==> config.mk <==
export PLATFORM = sky130hd
export DESIGN_NAME = partitioned_sorted_unique_insert_unit
export DESIGN_NICKNAME = d
export VERILOG_FILES = /design/src/design/psui_pkg.sv /design/src/design/psui_ctrl.sv /design/src/design/psui_dp.sv /design/src/design/partitioned_sorted_unique_insert_unit.sv
export SDC_FILE = /design/constraint.sdc
export NUM_CORES = 2
export LEC_CHECK = 0
export BUFFER_PORTS_ARGS = -buffer_cell sky130_fd_sc_hd__clkbuf_2
export CAP_MARGIN = 10
export CORE_UTILIZATION = 54
export CTS_BUF_LIST = sky130_fd_sc_hd__clkbuf_16
export DETAILED_ROUTE_END_ITERATION = 6
export PLACE_DENSITY = 0.69
export SETUP_SLACK_MARGIN = 0.5
export SYNTH_ARGS = -nofsm -noshare
export SYNTH_HDL_FRONTEND = slang
export SYNTH_SLANG_ARGS = --single-unit
export TNS_END_PERCENT = 100
==> constraint.sdc <==
create_clock -name clk_i -period 4.3 [get_ports clk_i]
set_input_delay 0.86 -clock clk_i [delete_from_list [all_inputs] [get_ports clk_i]]
set_output_delay 0.86 -clock clk_i [all_outputs]
set_load 0.01 [all_outputs]
==> src/design/psui_pkg.sv <==
// Shared types and constants for the sorted unique insert unit.
// No dependencies.
package psui_pkg;

  localparam int MAX_ENTRIES_DEF  = 64;
  localparam int HANDLE_WIDTH_DEF = 32;

  localparam int CAP_W       = 7;
  localparam int POS_W       = 6;
  localparam int CNT_W       = 7;
  localparam int IN_TDATA_W  = 32;
  localparam int IN_TUSER_W  = 1;
  localparam int OUT_TDATA_W = 24;
  localparam int OUT_TUSER_W = 2;

  localparam logic [CAP_W-1:0] CAP_RESET = 7'd64;

  typedef enum logic [1:0] {
    ST_INSERTED  = 2'd0,
    ST_DUPLICATE = 2'd1,
    ST_FULL      = 2'd2
  } status_e;

  typedef enum logic [3:0] {
    S_IDLE,
    S_CHECK,
    S_SRCH_RD,
    S_SRCH_CMP,
    S_SHIFT_RD,
    S_SHIFT_WR,
    S_INSERT,
    S_RESP_FULL,
    S_RESP_DUP,
    S_RESP_INS
  } state_e;

  // controller -> datapath
  typedef struct packed {
    logic    in_ready;
    logic    load;
    logic    init_search;
    logic    rd_en;
    logic    rd_shift;
    logic    step_idx;
    logic    init_shift;
    logic    wr_shift;
    logic    wr_ins;
    logic    emit;
    status_e emit_status;
  } cmd_t;

  // datapath -> controller
  typedef struct packed {
    logic full;
    logic at_end;
    logic match;
    logic less;
    logic shift_done;
    logic out_free;
  } stat_t;

endpackage

==> src/design/psui_ctrl.sv <==
// Sequencer for the sorted unique insert unit: full check, scan, shift, insert, reply.
// Depends on psui_pkg.
module psui_ctrl
  import psui_pkg::*;
(
  input  logic  clk_i,
  input  logic  rst_ni,
  input  logic  in_valid_i,
  input  stat_t stat_i,
  output cmd_t  cmd_o
);

  state_e state_q, state_d;

  always_ff @(posedge clk_i or negedge rst_ni) begin
    if (!rst_ni) begin
      state_q <= S_IDLE;
    end else begin
      state_q <= state_d;
    end
  end

  always_comb begin
    state_d = state_q;
    unique case (state_q)
      S_IDLE:      if (in_valid_i) state_d = S_CHECK;
      S_CHECK:     state_d = stat_i.full ? S_RESP_FULL : S_SRCH_RD;
      S_SRCH_RD:   state_d = stat_i.at_end ? S_SHIFT_RD : S_SRCH_CMP;
      S_SRCH_CMP: begin
        priority if (stat_i.match) state_d = S_RESP_DUP;
        else if (stat_i.less)      state_d = S_SHIFT_RD;
        else                       state_d = S_SRCH_RD;
      end
      S_SHIFT_RD:  state_d = stat_i.shift_done ? S_INSERT : S_SHIFT_WR;
      S_SHIFT_WR:  state_d = S_SHIFT_RD;
      S_INSERT:    state_d = S_RESP_INS;
      S_RESP_FULL,
      S_RESP_DUP,
      S_RESP_INS:  if (stat_i.out_free) state_d = S_IDLE;
      default:     state_d = S_IDLE;
    endcase
  end

  always_comb begin
    cmd_o = '0;
    cmd_o.emit_status = ST_INSERTED;
    unique case (state_q)
      S_IDLE: begin
        cmd_o.in_ready = 1'b1;
        cmd_o.load     = in_valid_i;
      end
      S_CHECK: cmd_o.init_search = !stat_i.full;
      S_SRCH_RD: begin
        cmd_o.rd_en      = !stat_i.at_end;
        cmd_o.init_shift = stat_i.at_end;
      end
      S_SRCH_CMP: begin
        cmd_o.step_idx   = !stat_i.match && !stat_i.less;
        cmd_o.init_shift = !stat_i.match && stat_i.less;
      end
      S_SHIFT_RD: begin
        cmd_o.rd_en    = !stat_i.shift_done;
        cmd_o.rd_shift = 1'b1;
      end
      S_SHIFT_WR: cmd_o.wr_shift = 1'b1;
      S_INSERT:   cmd_o.wr_ins = 1'b1;
      S_RESP_FULL: begin
        cmd_o.emit        = stat_i.out_free;
        cmd_o.emit_status = ST_FULL;
      end
      S_RESP_DUP: begin
        cmd_o.emit        = stat_i.out_free;
        cmd_o.emit_status = ST_DUPLICATE;
      end
      S_RESP_INS: begin
        cmd_o.emit        = stat_i.out_free;
        cmd_o.emit_status = ST_INSERTED;
      end
      default: ;
    endcase
  end

endmodule

==> src/design/psui_dp.sv <==
// Datapath: handle table memory, counts, capacity register, scan and shift
// pointers, output word register. Depends on psui_pkg.
module psui_dp
  import psui_pkg::*;
#(
  parameter int MAX_ENTRIES  = MAX_ENTRIES_DEF,
  parameter int HANDLE_WIDTH = HANDLE_WIDTH_DEF
) (
  input  logic                   clk_i,
  input  logic                   rst_ni,
  input  cmd_t                   cmd_i,
  output stat_t                  stat_o,
  input  logic [IN_TDATA_W-1:0]  in_tdata_i,
  input  logic [IN_TUSER_W-1:0]  in_tuser_i,
  input  logic                   cfg_valid_i,
  input  logic [CAP_W-1:0]       cfg_data_i,
  output logic                   out_valid_o,
  input  logic                   out_ready_i,
  output logic [OUT_TDATA_W-1:0] out_tdata_o,
  output logic [OUT_TUSER_W-1:0] out_tuser_o
);

  localparam int IW    = (MAX_ENTRIES > 1) ? $clog2(MAX_ENTRIES) : 1;
  localparam int CW    = $clog2(MAX_ENTRIES + 1);
  localparam int LW    = (CW > CAP_W) ? CW : CAP_W;
  localparam int EXT_W = (HANDLE_WIDTH > IN_TDATA_W) ? HANDLE_WIDTH : IN_TDATA_W;
  localparam int PAD_W = OUT_TDATA_W - POS_W - 2 * CNT_W;

  logic [HANDLE_WIDTH-1:0] mem_q [MAX_ENTRIES];
  logic [HANDLE_WIDTH-1:0] rd_q;
  logic [HANDLE_WIDTH-1:0] h_q;
  logic                    v6_q;
  logic [CAP_W-1:0]        cap_q;
  logic [CW-1:0]           total_q, v4_q, idx_q, j_q;
  logic [EXT_W-1:0]        h_ext;
  logic [CW-1:0]           hi, jm1;
  logic [IW-1:0]           rd_addr;
  logic [LW-1:0]           total_ext;

  logic                    out_valid_q;
  status_e                 out_status_q;
  logic [POS_W-1:0]        out_pos_q;
  logic [CNT_W-1:0]        out_total_q, out_v4_q;

  assign h_ext     = EXT_W'(in_tdata_i);
  assign hi        = v6_q ? total_q : v4_q;
  assign jm1       = j_q - 1'b1;
  assign rd_addr   = cmd_i.rd_shift ? jm1[IW-1:0] : idx_q[IW-1:0];
  assign total_ext = LW'(total_q);

  assign stat_o.full       = (total_ext >= LW'(cap_q)) || (total_ext >= LW'(MAX_ENTRIES));
  assign stat_o.at_end     = (idx_q >= hi);
  assign stat_o.match      = (rd_q == h_q);
  assign stat_o.less       = (h_q < rd_q);
  assign stat_o.shift_done = (j_q == idx_q);
  assign stat_o.out_free   = !out_valid_q || out_ready_i;

  // table: one read, one write per cycle
  always_ff @(posedge clk_i) begin
    if (cmd_i.rd_en) begin
      rd_q <= mem_q[rd_addr];
    end
    if (cmd_i.wr_shift) begin
      mem_q[j_q[IW-1:0]] <= rd_q;
    end else if (cmd_i.wr_ins) begin
      mem_q[idx_q[IW-1:0]] <= h_q;
    end
  end

  always_ff @(posedge clk_i) begin
    if (cmd_i.load) begin
      h_q  <= h_ext[HANDLE_WIDTH-1:0];
      v6_q <= in_tuser_i[0];
    end
    if (cmd_i.init_search) begin
      idx_q <= v6_q ? v4_q : '0;
    end else if (cmd_i.step_idx) begin
      idx_q <= idx_q + 1'b1;
    end
    if (cmd_i.init_shift) begin
      j_q <= total_q;
    end else if (cmd_i.wr_shift) begin
      j_q <= jm1;
    end
  end

  always_ff @(posedge clk_i or negedge rst_ni) begin
    if (!rst_ni) begin
      cap_q   <= CAP_RESET;
      total_q <= '0;
      v4_q    <= '0;
    end else begin
      if (cfg_valid_i) begin
        cap_q <= cfg_data_i;
      end
      if (cmd_i.wr_ins) begin
        total_q <= total_q + 1'b1;
        if (!v6_q) begin
          v4_q <= v4_q + 1'b1;
        end
      end
    end
  end

  always_ff @(posedge clk_i or negedge rst_ni) begin
    if (!rst_ni) begin
      out_valid_q <= 1'b0;
    end else if (cmd_i.emit) begin
      out_valid_q <= 1'b1;
    end else if (out_ready_i) begin
      out_valid_q <= 1'b0;
    end
  end

  always_ff @(posedge clk_i) begin
    if (cmd_i.emit) begin
      out_status_q <= cmd_i.emit_status;
      out_pos_q    <= (cmd_i.emit_status == ST_FULL) ? '0 : POS_W'(idx_q);
      out_total_q  <= CNT_W'(total_q);
      out_v4_q     <= CNT_W'(v4_q);
    end
  end

  assign out_valid_o = out_valid_q;
  assign out_tdata_o = {{PAD_W{1'b0}}, out_v4_q, out_total_q, out_pos_q};
  assign out_tuser_o = out_status_q;

endmodule

==> src/design/partitioned_sorted_unique_insert_unit.sv <==
// Top level of the sorted unique insert unit: sequencer plus datapath.
// Depends on psui_pkg, psui_ctrl, psui_dp.
//
//  channel | dir | handshake                    | payload
//  s_axis  | in  | s_axis_tvalid_i/tready_o     | tdata: peer_handle; tuser: is_ipv6
//  m_axis  | out | m_axis_tvalid_o/tready_i     | tdata: position, entry_count, ipv4_count
//          |     |                              | tuser: status
//  cfg     | in  | cfg_valid_i/cfg_ready_o      | cfg_data_i: capacity
//
// One word at a time; the time per word grows with the entries scanned and the
// entries moved up, as every step goes through the single read and write port
// of the handle table. A full table answers without a scan.
// Reset clears the counts and loads capacity 64; the table needs no clearing pass.
// A stalled result holds in the output register; the next word is taken meanwhile.
module partitioned_sorted_unique_insert_unit
  import psui_pkg::*;
#(
  parameter int MAX_ENTRIES  = MAX_ENTRIES_DEF,
  parameter int HANDLE_WIDTH = HANDLE_WIDTH_DEF
) (
  input  logic                   clk_i,
  input  logic                   rst_ni,
  input  logic                   s_axis_tvalid_i,
  output logic                   s_axis_tready_o,
  input  logic [IN_TDATA_W-1:0]  s_axis_tdata_i,   // [31:0] peer_handle
  input  logic [IN_TUSER_W-1:0]  s_axis_tuser_i,   // [0] is_ipv6
  output logic                   m_axis_tvalid_o,
  input  logic                   m_axis_tready_i,
  output logic [OUT_TDATA_W-1:0] m_axis_tdata_o,   // [5:0] position, [12:6] entry_count,
                                                   // [19:13] ipv4_count, [23:20] zero
  output logic [OUT_TUSER_W-1:0] m_axis_tuser_o,   // [1:0] status
  input  logic                   cfg_valid_i,
  output logic                   cfg_ready_o,
  input  logic [CAP_W-1:0]       cfg_data_i
);

  cmd_t  cmd;
  stat_t stat;

  assign s_axis_tready_o = cmd.in_ready;
  assign cfg_ready_o     = 1'b1;

  psui_ctrl u_ctrl (
    .clk_i      (clk_i),
    .rst_ni     (rst_ni),
    .in_valid_i (s_axis_tvalid_i),
    .stat_i     (stat),
    .cmd_o      (cmd)
  );

  psui_dp #(
    .MAX_ENTRIES  (MAX_ENTRIES),
    .HANDLE_WIDTH (HANDLE_WIDTH)
  ) u_dp (
    .clk_i       (clk_i),
    .rst_ni      (rst_ni),
    .cmd_i       (cmd),
    .stat_o      (stat),
    .in_tdata_i  (s_axis_tdata_i),
    .in_tuser_i  (s_axis_tuser_i),
    .cfg_valid_i (cfg_valid_i),
    .cfg_data_i  (cfg_data_i),
    .out_valid_o (m_axis_tvalid_o),
    .out_ready_i (m_axis_tready_i),
    .out_tdata_o (m_axis_tdata_o),
    .out_tuser_o (m_axis_tuser_o)
  );

endmodule

==> out/qor.yml <==
finish:
  area_growth_pct: 15.3
  fin_nets: 5144
  fin_area_um2: 98100
  drive_gt1_share_pct: 22.1
  fin_cells: 7288
  final_cell_mix: "2149 x edfxtp_1, 775 x nand2_1, 350 x mux4_2"
  final_common_cell: "edfxtp_1"
synth:
  ys_async_sr_fraction_pct: 1.20
  syn_area_um2: 85000
  ys_ff_latch: 2175
  ys.flop_type: "edfxtp_1"
  synth_top_area_share_pct: 75.9
  ys_warn_count: 0
  yosysSeqAreaShare_pct: 76.7
  synth_cell_type_count: 57
  synth.area.top_cells: "edfxtp_1 76%, mux4_2 9.3%, nand2_1 3.4%"
  syn_area_per_cell_um2: 17.9
  synth_area_leader_cell: "edfxtp_1"
  synth-edff-count: 2149
  synth_cells: 4739
cts:
  hold_buffers: 0
  cts_buffer_depth: 3
  cts-root-buf: "clkbuf_16"
  insertion_delay_ns: 0.85
  cts-buffers-inserted: 206
  clk_transition_reported_paths_ns: 0.07
  cts_sinks: 2175
  cts_tree: "done"
  cts_max_level: 4
grt:
  grt_pass1_vias: 45589
  grt_pass1_wl_mm: 325
  gr-total-overflow: 0
  track_usage_pct: 28.8
  grt_start_max_net_pins: 100
  antenna_found_initial: 10
drt:
  firstDrtPassIters: 6
  viasPerCell: 6.50
  drt-total-wl_mm: 229
  vias: 47397
  drt_iter0_drc: 6932
  wire_per_inst_um: 31.4
  ant_nets: 0
  route.detailed.drc: 0
sta:
  hold_violations: 0
  drv_slew: 0
  fin_tns_setup_ns: 0
  slew_headroom_pct: 18.8
  fin_crit_ns: 3.81
  setup_viol_count_final: 0
  fin_skew_ns: 0.0245
  worst_slack_ns: 0.492
  fmax_ghz: 0.263
  rsz0062_at_grt: "yes"
  worst_pin_slew_ns: 1.21
  post-route-period-util_pct: 88.6
worst_setup_path:
  crit_required_ns: 4.88
  worst_r2r_path_depth: 11
  reg2reg_slack_ns: 0.49
  path_class: "register to register"
  end_kind: "register"
  cp.arrival_ns: 4.39
  crit_path_start_kind: "register"
  worst-path-max-fanout: 21
placed_design:
  place_ws_ns: -0.0572
  gp_congestion: 0.910
  dp_hpwl_mm: 130
  place_area_um2: 90800
  port-buffer-count: 68
  dp.cells: 6876
min_path:
  hp-class: "input port to asynchronous set/reset pin"
floorplanning:
  die-width_um: 399
  dieArea_um2: 159000
  die_h_um: 399
  fp.coreArea_um2: 156000
  start_util_pct: 54.4
  rows: 145
  io_pins: 74
flow_run:
  maxCapViolCount: 0
run_status:
  status: "finished, final reports clean"
power:
  p_leak_nw: 32.2
  peakVddDrop_mv: 0.783
  power_w: 0.0789
  powerDensity_nw_per_um2: 804
## where the power goes
part | switching [W] | internal [W] | total [W]
sequential | 0.000569 | 0.0282 | 0.0288
clock | 0.00781 | 0.00996 | 0.0178
combinational | 0.0215 | 0.0108 | 0.0323
## area by class of cell
cell class / instances / area, um2
Antenna cell: 2 / 5.00
Clock buffer: 209 / 5230
Clock inverter: 178 / 1390
Fill cell: 10486 / 58100
Inverter: 50 / 188
Multi-Input combinational cell: 2244 / 19700
Sequential cell: 2175 / 65200
Tap cell: 2058 / 2570
Timing Repair Buffer: 372 / 3820
## timing repair
item                       CTS  global route
gates cloned                 3             2
pin swaps                    1             1
setup endpoints to repair   27            34
buffers inserted            10             4
resized for setup           23            36
## metrics by stage
step	hold slack, ns	util [%]
after floorplan	0.478	-
after CTS	0.0253	62.6
final	0.0576	62.8
after global placement	0.506	58.1
after global routing	0.0897	62.8
after detailed placement	0.508	58.1
## sequential cells by signal, summed over array words and instances, names as in the netlist
| name | cells |
|---|---|
| u_dp.cap_q | 7 |
| u_dp.out_total_q | 7 |
| u_dp.out_tuser_o | 2 |
| u_dp.v4_q | 7 |
| u_dp.rd_q | 32 |
| u_dp.out_pos_q | 6 |
| u_dp.v6_q | 1 |
| u_dp.mem_q | 2048 |
| u_dp.out_valid_o | 1 |
| u_dp.h_q | 32 |
| u_dp.j_q | 7 |
| u_dp.idx_q | 7 |
| u_ctrl.state_q | 4 |
| u_dp.out_v4_q | 7 |
| u_dp.total_ext | 7 |
## kinds of logic (layout without fill, tap and decap cells)
| logic type | Yosys count | in the layout | share of synthesized area, % |
|---|---|---|---|
| multiplexers | 509 | 510 | 11.2 |
| other | 2 | 7 | 0.00883 |
| AO/OA/AOI/OAI | 514 | 514 | 3.97 |
| buffers and inverters | 324 | 809 | 1.62 |
| XOR/XNOR | 30 | 30 | 0.309 |
| flip-flops | 2175 | 2175 | 76.7 |
| AND/OR/NAND/NOR | 1135 | 1135 | 5.54 |
| adder cells (fa/ha/maj) | 50 | 50 | 0.736 |
## path summary, 6_finish.rpt
path | start | to
max | u_ctrl.state_q[0]$_DFFE_PN0P_ | u_dp.rd_q[2]$_DFFE_PP_
min | rst_ni | u_dp.cap_q[3]$_DFFE_PN0P_
max reg2reg | u_ctrl.state_q[0]$_DFFE_PN0P_ | u_dp.rd_q[2]$_DFFE_PP_
min reg2reg | u_dp.cap_q[6]$_DFFE_PN1P_ | u_dp.cap_q[6]$_DFFE_PN1P_
max in group asynchronous | rst_ni | u_dp.cap_q[0]$_DFFE_PN0P_
min in group clk_i | s_axis_tdata_i[18] | u_dp.h_q[18]$_DFFE_PP_
## critical path: stages (launching register included)
cell,delay (ns)
dfrtp_1,0.41
nor4b_4,0.44
buf_6,0.30
mux2_2,0.50
nor2_4,0.18
buf_4,0.36
buf_4,0.28
nand3_1,0.09
a31oi_1,0.31
a31oi_4,0.13
o22ai_2,0.44
a21oi_1,0.07
## routing by layer
metal | GRT usage (%) | vias up | share of wire [%]
li1 | - | 19494 | -
met1 | 41.6 | 24566 | 39
met2 | 42.6 | 2925 | 45
met3 | 7.11 | 404 | 12
met4 | 11.3 | 8 | 3.9
met5 | 0 | - | 0.024
## cell usage after synthesis (25+ instances only)
cell / n
edfxtp_1: 2149
nand2_1: 776
mux4_2: 350
nand3_1: 201
clkbuf_1: 154
mux2i_1: 149
a31oi_1: 132
a21oi_1: 116
nor2_1: 91
buf_2: 75
a32oi_1: 64
o21ai_0: 63
ha_1: 50
inv_1: 50
a2111oi_0: 31
o221ai_1: 31
o22ai_1: 31
buf_1: 28
dfrtp_1: 25
Note: power is estimated with default switching activity, not from simulation.
